## config.mk

```make
export PLATFORM = sky130hd
export DESIGN_NAME = dns_a_record_extractor
export DESIGN_NICKNAME = d
export VERILOG_FILES = /design/src/sv/dar_pkg.sv /design/src/sv/dar_parse.sv /design/src/sv/dns_a_record_extractor.sv
export SDC_FILE = /design/constraint.sdc
export NUM_CORES = 1
export LEC_CHECK = 0
export ABC_AREA = 1
export BUFFER_PORTS_ARGS = -buffer_cell sky130_fd_sc_hd__buf_2
export CORE_ASPECT_RATIO = 2
export CORE_MARGIN = 3
export CORE_UTILIZATION = 65
export DETAILED_ROUTE_END_ITERATION = 10
export PLACE_DENSITY_LB_ADDON = 0.25
export SYNTH_ARGS = -nofsm -noshare
export SYNTH_HDL_FRONTEND = slang
export SYNTH_SLANG_ARGS = --single-unit
```

## constraint.sdc

```tcl
create_clock -name clk -period 7.5 [get_ports clk]
set_input_delay 0.75 -clock clk [delete_from_list [all_inputs] [get_ports clk]]
set_output_delay 0.75 -clock clk [all_outputs]
set_load 0.005 [all_outputs]
```

## src/sv/dar_pkg.sv

```systemverilog
// Types and constants of the DNS A-record extractor
`default_nettype none

package dar_pkg;

	typedef enum logic [2:0] {
		PH_HEADER = 3'd0,
		PH_QNAME  = 3'd1,
		PH_QFIXED = 3'd2,
		PH_ANAME  = 3'd3,
		PH_AFIXED = 3'd4,
		PH_RDATA  = 3'd5,
		PH_DONE   = 3'd6
	} phase_t;

	typedef enum logic [2:0] {
		ST_OK      = 3'd0,
		ST_SHORT   = 3'd1,
		ST_NOTRESP = 3'd2,
		ST_RCODE   = 3'd3,
		ST_NOANS   = 3'd4,
		ST_NO_A    = 3'd5
	} status_t;

	typedef struct packed {
		status_t     status;
		logic [3:0]  rcode;
		logic [31:0] address;
	} result_t;

	localparam logic [3:0]  HEADER_LEN    = 4'd12;
	localparam logic [3:0]  QFIXED_LEN    = 4'd4;
	localparam logic [3:0]  AFIXED_LEN    = 4'd10;
	localparam logic [7:0]  PTR_MARK      = 8'hC0;
	localparam logic [15:0] QR_MASK       = 16'h8000;
	localparam logic [15:0] RCODE_MASK    = 16'h000F;
	localparam logic [15:0] TYPE_A        = 16'd1;
	localparam logic [15:0] IPV4_LEN      = 16'd4;

endpackage

`default_nettype wire

```

## src/sv/dar_parse.sv

```systemverilog
// Byte-wise DNS response parser state and per-packet result logic
`default_nettype none

module dar_parse (
	input  wire logic            clk,
	input  wire logic            arst_n,
	input  wire logic            take,
	input  wire logic [7:0]      byte_in,
	input  wire logic            last_in,
	output dar_pkg::result_t     res
);

	logic [3:0]       hpos_q, hpos_d;
	logic [15:0]      flags_q, flags_d;
	logic [15:0]      qleft_q, qleft_d;
	logic [15:0]      aleft_q, aleft_d;
	dar_pkg::phase_t  phase_q, phase_d;
	logic [7:0]       lbl_q, lbl_d;
	logic [3:0]       ffi_q, ffi_d;
	logic [15:0]      rtype_q, rtype_d;
	logic [15:0]      rlen_q, rlen_d;
	logic [15:0]      rdleft_q, rdleft_d;
	logic [31:0]      acc_q, acc_d;
	dar_pkg::status_t dec_q, dec_d;

	logic             name_end;
	logic [3:0]       ffi_inc;
	logic [15:0]      aleft_dec;
	logic [15:0]      qleft_dec;
	logic [15:0]      rdleft_dec;

	// Step one byte through the phases
	always_comb begin
		hpos_d   = hpos_q;
		flags_d  = flags_q;
		qleft_d  = qleft_q;
		aleft_d  = aleft_q;
		phase_d  = phase_q;
		lbl_d    = lbl_q;
		ffi_d    = ffi_q;
		rtype_d  = rtype_q;
		rlen_d   = rlen_q;
		rdleft_d = rdleft_q;
		acc_d    = acc_q;
		dec_d    = dec_q;
		name_end = 1'b0;
		ffi_inc  = ffi_q + 4'd1;
		aleft_dec  = aleft_q - 16'd1;
		qleft_dec  = qleft_q - 16'd1;
		rdleft_dec = rdleft_q - 16'd1;

		// name walker, shared by question and answer names
		if (ffi_q != 4'd0) begin
			name_end = 1'b1;
		end else if (lbl_q != 8'd0) begin
			name_end = 1'b0;
		end else if (byte_in == 8'd0) begin
			name_end = 1'b1;
		end

		unique case (phase_q)
			dar_pkg::PH_HEADER: begin
				case (hpos_q)
					4'd2: flags_d = {byte_in, 8'd0};
					4'd3: flags_d = flags_q | {8'd0, byte_in};
					4'd4: qleft_d = {byte_in, 8'd0};
					4'd5: qleft_d = qleft_q | {8'd0, byte_in};
					4'd6: aleft_d = {byte_in, 8'd0};
					4'd7: aleft_d = aleft_q | {8'd0, byte_in};
					default: ;
				endcase
				hpos_d = hpos_q + 4'd1;
				if (hpos_d == dar_pkg::HEADER_LEN) begin
					if ((flags_d & dar_pkg::QR_MASK) == 16'd0) begin
						dec_d   = dar_pkg::ST_NOTRESP;
						phase_d = dar_pkg::PH_DONE;
					end else if ((flags_d & dar_pkg::RCODE_MASK) != 16'd0) begin
						dec_d   = dar_pkg::ST_RCODE;
						phase_d = dar_pkg::PH_DONE;
					end else if (aleft_d == 16'd0) begin
						dec_d   = dar_pkg::ST_NOANS;
						phase_d = dar_pkg::PH_DONE;
					end else begin
						phase_d = (qleft_d != 16'd0) ? dar_pkg::PH_QNAME
							: dar_pkg::PH_ANAME;
					end
				end
			end
			dar_pkg::PH_QNAME, dar_pkg::PH_ANAME: begin
				if (ffi_q != 4'd0) begin
					ffi_d = 4'd0;
				end else if (lbl_q != 8'd0) begin
					lbl_d = lbl_q - 8'd1;
				end else if (byte_in >= dar_pkg::PTR_MARK) begin
					ffi_d = 4'd1;
				end else if (byte_in != 8'd0) begin
					lbl_d = byte_in;
				end
				if (name_end) begin
					ffi_d   = 4'd0;
					phase_d = (phase_q == dar_pkg::PH_QNAME) ? dar_pkg::PH_QFIXED
						: dar_pkg::PH_AFIXED;
				end
			end
			dar_pkg::PH_QFIXED: begin
				ffi_d = ffi_inc;
				if (ffi_inc >= dar_pkg::QFIXED_LEN) begin
					ffi_d   = 4'd0;
					qleft_d = qleft_dec;
					phase_d = (qleft_dec != 16'd0) ? dar_pkg::PH_QNAME
						: dar_pkg::PH_ANAME;
				end
			end
			dar_pkg::PH_AFIXED: begin
				case (ffi_q)
					4'd0: rtype_d = {byte_in, 8'd0};
					4'd1: rtype_d = rtype_q | {8'd0, byte_in};
					4'd8: rlen_d  = {byte_in, 8'd0};
					4'd9: rlen_d  = rlen_q | {8'd0, byte_in};
					default: ;
				endcase
				ffi_d = ffi_inc;
				if (ffi_inc >= dar_pkg::AFIXED_LEN) begin
					ffi_d    = 4'd0;
					acc_d    = 32'd0;
					rdleft_d = rlen_d;
					if (rlen_d == 16'd0) begin
						aleft_d = aleft_dec;
						if (aleft_dec == 16'd0) begin
							dec_d   = dar_pkg::ST_NO_A;
							phase_d = dar_pkg::PH_DONE;
						end else begin
							phase_d = dar_pkg::PH_ANAME;
						end
					end else begin
						phase_d = dar_pkg::PH_RDATA;
					end
				end
			end
			dar_pkg::PH_RDATA: begin
				acc_d    = {acc_q[23:0], byte_in};
				rdleft_d = rdleft_dec;
				if (rdleft_dec == 16'd0) begin
					if (rtype_q == dar_pkg::TYPE_A && rlen_q == dar_pkg::IPV4_LEN) begin
						dec_d   = dar_pkg::ST_OK;
						phase_d = dar_pkg::PH_DONE;
					end else begin
						aleft_d = aleft_dec;
						if (aleft_dec == 16'd0) begin
							dec_d   = dar_pkg::ST_NO_A;
							phase_d = dar_pkg::PH_DONE;
						end else begin
							phase_d = dar_pkg::PH_ANAME;
						end
					end
				end
			end
			dar_pkg::PH_DONE: ;
			default: ;
		endcase

		// result as seen after this byte
		if (phase_d == dar_pkg::PH_HEADER) begin
			res.status = dar_pkg::ST_SHORT;
			res.rcode  = 4'd0;
		end else begin
			res.status = (phase_d == dar_pkg::PH_DONE) ? dec_d : dar_pkg::ST_NO_A;
			res.rcode  = flags_d[3:0];
		end
		res.address = (res.status == dar_pkg::ST_OK) ? acc_d : 32'd0;
	end

	// Advance on each taken byte; return to the idle state after the last one
	always_ff @(posedge clk or negedge arst_n) begin
		if (!arst_n) begin
			hpos_q   <= '0;
			flags_q  <= '0;
			qleft_q  <= '0;
			aleft_q  <= '0;
			phase_q  <= dar_pkg::PH_HEADER;
			lbl_q    <= '0;
			ffi_q    <= '0;
			rtype_q  <= '0;
			rlen_q   <= '0;
			rdleft_q <= '0;
			acc_q    <= '0;
			dec_q    <= dar_pkg::ST_NO_A;
		end else if (take) begin
			if (last_in) begin
				hpos_q   <= '0;
				flags_q  <= '0;
				qleft_q  <= '0;
				aleft_q  <= '0;
				phase_q  <= dar_pkg::PH_HEADER;
				lbl_q    <= '0;
				ffi_q    <= '0;
				rtype_q  <= '0;
				rlen_q   <= '0;
				rdleft_q <= '0;
				acc_q    <= '0;
				dec_q    <= dar_pkg::ST_NO_A;
			end else begin
				hpos_q   <= hpos_d;
				flags_q  <= flags_d;
				qleft_q  <= qleft_d;
				aleft_q  <= aleft_d;
				phase_q  <= phase_d;
				lbl_q    <= lbl_d;
				ffi_q    <= ffi_d;
				rtype_q  <= rtype_d;
				rlen_q   <= rlen_d;
				rdleft_q <= rdleft_d;
				acc_q    <= acc_d;
				dec_q    <= dec_d;
			end
		end
	end

endmodule

`default_nettype wire

```

## src/sv/dns_a_record_extractor.sv

```systemverilog
// Top level of the DNS A-record extractor: input word register, parser, result register
`default_nettype none

//  channel | signals                              | direction | word
//  --------+--------------------------------------+-----------+---------------------------
//  in      | in_valid, in_stall, data_byte,       | into      | one packet byte, last mark
//          | last_byte                            |           |
//  out     | out_valid, out_stall, status,        | out of    | one result per packet
//          | response_code, address               |           |
//
//  One word is taken per cycle while in_stall is low. A byte is held in the input
//  register until the parser takes it and updates its state; on a last byte the
//  result register loads at that same edge and offers the word on the output.
//  Reset (arst_n low) empties both registers and puts the parser at the header.
//  out_stall holds the result register; in_stall rises only when a last byte
//  sits in the input register while the result register is full and stalled.

module dns_a_record_extractor (
	input  wire logic        clk,
	input  wire logic        arst_n,
	input  wire logic        in_valid,
	output logic             in_stall,
	input  wire logic [7:0]  data_byte,
	input  wire logic        last_byte,
	output logic             out_valid,
	input  wire logic        out_stall,
	output logic [2:0]       status,
	output logic [3:0]       response_code,
	output logic [31:0]      address
);

	logic              valid_s1;
	logic [7:0]        byte_s1;
	logic              last_s1;
	logic              out_free;
	logic              go_s1;
	logic              load_s1;
	dar_pkg::result_t  res;
	dar_pkg::result_t  res_q;
	logic              out_valid_q;

	// the result slot can take a word if empty or being drained this cycle
	assign out_free = !out_valid_q || !out_stall;
	// a byte with no result never waits; a last byte waits for the slot
	assign go_s1    = valid_s1 && (!last_s1 || out_free);
	assign load_s1  = !valid_s1 || go_s1;
	assign in_stall = !load_s1;

	// input word register
	always_ff @(posedge clk or negedge arst_n) begin
		if (!arst_n) begin
			valid_s1 <= 1'b0;
		end else if (load_s1) begin
			valid_s1 <= in_valid;
		end
	end

	always_ff @(posedge clk) begin
		if (load_s1 && in_valid) begin
			byte_s1 <= data_byte;
			last_s1 <= last_byte;
		end
	end

	dar_parse u_parse (
		.clk     (clk),
		.arst_n  (arst_n),
		.take    (go_s1),
		.byte_in (byte_s1),
		.last_in (last_s1),
		.res     (res)
	);

	// result register: load on a last byte, drop once taken
	always_ff @(posedge clk or negedge arst_n) begin
		if (!arst_n) begin
			out_valid_q <= 1'b0;
		end else if (go_s1 && last_s1) begin
			out_valid_q <= 1'b1;
		end else if (!out_stall) begin
			out_valid_q <= 1'b0;
		end
	end

	always_ff @(posedge clk) begin
		if (go_s1 && last_s1) begin
			res_q <= res;
		end
	end

	assign out_valid     = out_valid_q;
	assign status        = res_q.status;
	assign response_code = res_q.rcode;
	assign address       = res_q.address;

endmodule

`default_nettype wire

```

==> out/metrics.csv <==
stage,metric,value,unit
clock_network,CTS tree,yes,
routing,Residual DRC,0,
routing,DRT iter0 DRCs,846,
setup_path,crit path cell chain,"inv_1, nor2_1, nand2_1, nor2_1, inv_1, nor2_1, nor2_1, nand3_1, inv_1, nor2_1, a31oi_1",
clock_network,sinks on the clock net,189,
logic_synthesis,synth top area cells,"dfrtp_1, edfxtp_1, nand2_1, o21ai_0, nor2_1",
timing,Fmax,0.272,GHz
timing,final-report max-slew violation count,0,
final_layout,fraction of layout cells with a size suffix above 1,9.69,%
setup_path,CP max FO,32,
power_and_ir_drop,Peak VDD IR,0.223,mV
routing,Via density,6.08,
placement,Routability Congestion,1.02,
routing,first drt pass iteration count,6,
timing,Slew headroom,16.8,%
logic_synthesis,register area share after synthesis,45.0,%
routing,DRT antenna net count,0,
timing,RSZ-0062 raised after global routing,no,
logic_synthesis,Synth top area share,31.5,%
clock_network,cts bufs inserted,17,
floorplanning,height of the die,190,µm
logic_synthesis,Mapped Avg Cell Area,7.36,µm²
clock_network,clk slew on worst S/H paths,0.08,ns
floorplanning,# rows,66,
clock_network,Root Buffer,clkbuf_16,
final_layout,fillers,1340,
clock_network,H-tree Lvls,4,
setup_path,Slowest Stage Delay on Critical Path,0.80,ns
floorplanning,Die Width,98.2,µm
global_route,first-pass GRT wire length,54.2,mm
floorplanning,DIE AREA,18700,µm²
logic_synthesis,"FF+latch count, synth",189,
floorplanning,IO Pins,54,
setup_path,R2R Setup Slk,3.83,ns
setup_path,CP Class,reg2reg,
clock_network,clock network latency to the later pin of the worst-skew pair,0.45,ns
placement,"Cell Area, Placed",11500,µm²
timing,final period utilization,49.0,%
global_route,vias in the first global route,10647,
setup_path,WP data arrival,3.95,ns
logic_synthesis,ys async rst share,74.6,%
clock_network,# Post-CTS Setup Buffers,0,
logic_synthesis,Synth Instances,1500,
floorplanning,core box area,16400,µm²
logic_synthesis,"area leader, netlist",dfrtp_1,
setup_path,Setup crit end kind,flop,
clock_network,PostCTS Resize Cnt,0,
global_route,largest net degree at the start of global routing,94,
final_layout,Antenna Cells,0,
timing,crit path time final,3.67,ns
clock_network,Post-CTS Hold Buffers,0,
logic_synthesis,Syn Nets,1527,
floorplanning,Starting Density,67.2,%
final_layout,Layout area overhead,9.21,%
setup_path,critical path required time,7.78,ns
power_and_ir_drop,Pleak,0.00558,µW
logic_synthesis,synth warn,0,
placement,Port Buf Inserts,53,
routing,drt total wl,33.9,mm
global_route,total global routing overflow,0,
timing,# setup viols final,0,
setup_path,CP Launch Type,flop,
timing,setup TNS,0,ns
placement,detailed placer's ending HPWL,25.0,mm
final_layout,"commonest non-fill, non-tap cell in the layout",nand2_1,
setup_path,CP most frequent cell,nor2_1,
global_route,initial antenna violation count,0,
final_layout,final core utilization,73.4,%
logic_synthesis,synthesized area,11000,µm²
logic_synthesis,"Top FF cell, synth",dfrtp_1,
final_layout,highest-count cells in the layout ignoring fill and taps,"nand2_1, inv_1, nor2_1, o21ai_0, dfrtp_1",
final_layout,Finished Cell Area,12100,µm²
timing,hold slack,0.384,ns
logic_synthesis,Yosys cell types,38,
logic_synthesis,Post-synth EDFFs,48,
power_and_ir_drop,Power Dens Cells,229,nW/µm²
clock_network,Max clock buf depth,2,
routing,via count,10657,
run_status,status,"finished, final reports clean",
worst_hold_path,worst hold path class,in2async,
timing,worst slew pin tran,1.25,ns
setup_path,CP max-delay cell,nor2_1,
global_route,All-Layer GR Usage,37.2,%
setup_path,R2R depth,11,
timing,worst-case clock skew,0.0113,ns
flow_run,Max Cap Viol,0,
final_layout,nets@finish,1562,
routing,WL per Instance,19.4,µm
power_and_ir_drop,total power,2770,µW
timing,final number of hold-violating endpoints,0,
-- power by group --
| group | switching [µW] | total [µW] | internal [µW] |
|---|---|---|---|
| Sequential | 70.6 | 1200 | 1130 |
| Combinational | 433 | 620 | 187 |
| Clock | 439 | 944 | 506 |
-- routing by layer --
layer	wire length, µm	global-route usage [%]
met5	0	0
met3	1920	5.60
met1	11400	38.6
met4	3160	30.2
met2	17500	65.5
-- synth_stat cells (2+ instances only) --
master and count:
inv_2 3, xor2_1 14, a31oi_1 14, a21oi_1 27
o21ai_1 2, o22ai_1 54, nor2_4 2, a22oi_1 35
dfstp_2 2, nand2_2 2, nor2_1 197, nand2_1 373
nor3_1 8, o211ai_1 3, edfxtp_1 48, ha_1 14
nand3_1 90, inv_1 196, o21ai_0 149, clkbuf_1 41
nand3_2 6, nand4_1 21, nor2_2 37, buf_2 3
dfrtp_1 139, o2111ai_1 4, buf_6 3, xnor2_1 3
-- state kept, by name, indices dropped and copies added (netlist names), 5 cells and up --
register          count
u_parse.acc_q        32
u_parse.lbl_q         8
byte_s1               8
u_parse.rlen_q       16
u_parse.flags_q       5
address              32
u_parse.rtype_q      16
u_parse.rdleft_q     16
u_parse.qleft_q      16
u_parse.aleft_q      16
-- path summary, 6_finish.rpt --
| check | start | endpoint |
|---|---|---|
| min | arst_n | u_parse.acc_q[30] |
| min reg2reg | u_parse.acc_q[31] | u_parse.acc_q[31] |
| max reg2reg | u_parse.phase_q[2] | u_parse.aleft_q[10] |
| max in group asynchronous | arst_n | u_parse.rdleft_q[11] |
| max | u_parse.phase_q[2] | u_parse.aleft_q[10] |
| min in group clk | data_byte[1] | byte_s1[1] |
-- cell type report --
cell class                      count  area [µm²]  area share, %
Clock buffer                       18         429           3.56
Tap cell                          204         255           2.12
Sequential cell                   189        4970           41.2
Inverter                          200         751           6.22
Multi-Input combinational cell   1063        5120           42.5
Timing Repair Buffer               64         354           2.94
Clock inverter                     14         178           1.47
-- per-stage QoR --
stage,worst slack [ns],std cells
after floorplan,4.89,1500
after CTS,3.99,1752
final,3.83,1752
after detailed placement,4.00,1720
after global placement,4.03,1720
after global routing,3.56,1752
-- critical path, delay by kind of cell (launching register included) --
family | cells | cell delay, ns
compound gates | 1 | 0.07
buf+inv | 3 | 0.60
flops | 1 | 0.39
simple gates | 7 | 2.46
-- cell families (layout without fill, tap and decap cells) --
family          after synthesis  count (layout)  synth area share, %
simple gates                737             737                 28.1
compound gates              295             295                 15.3
buf+inv                     248             296                 8.67
flops                       189             189                 45.0
xor+xnor                     17              17                 1.35
fa+ha+maj                    14              14                 1.59
Power figures use the tool's default switching activity.
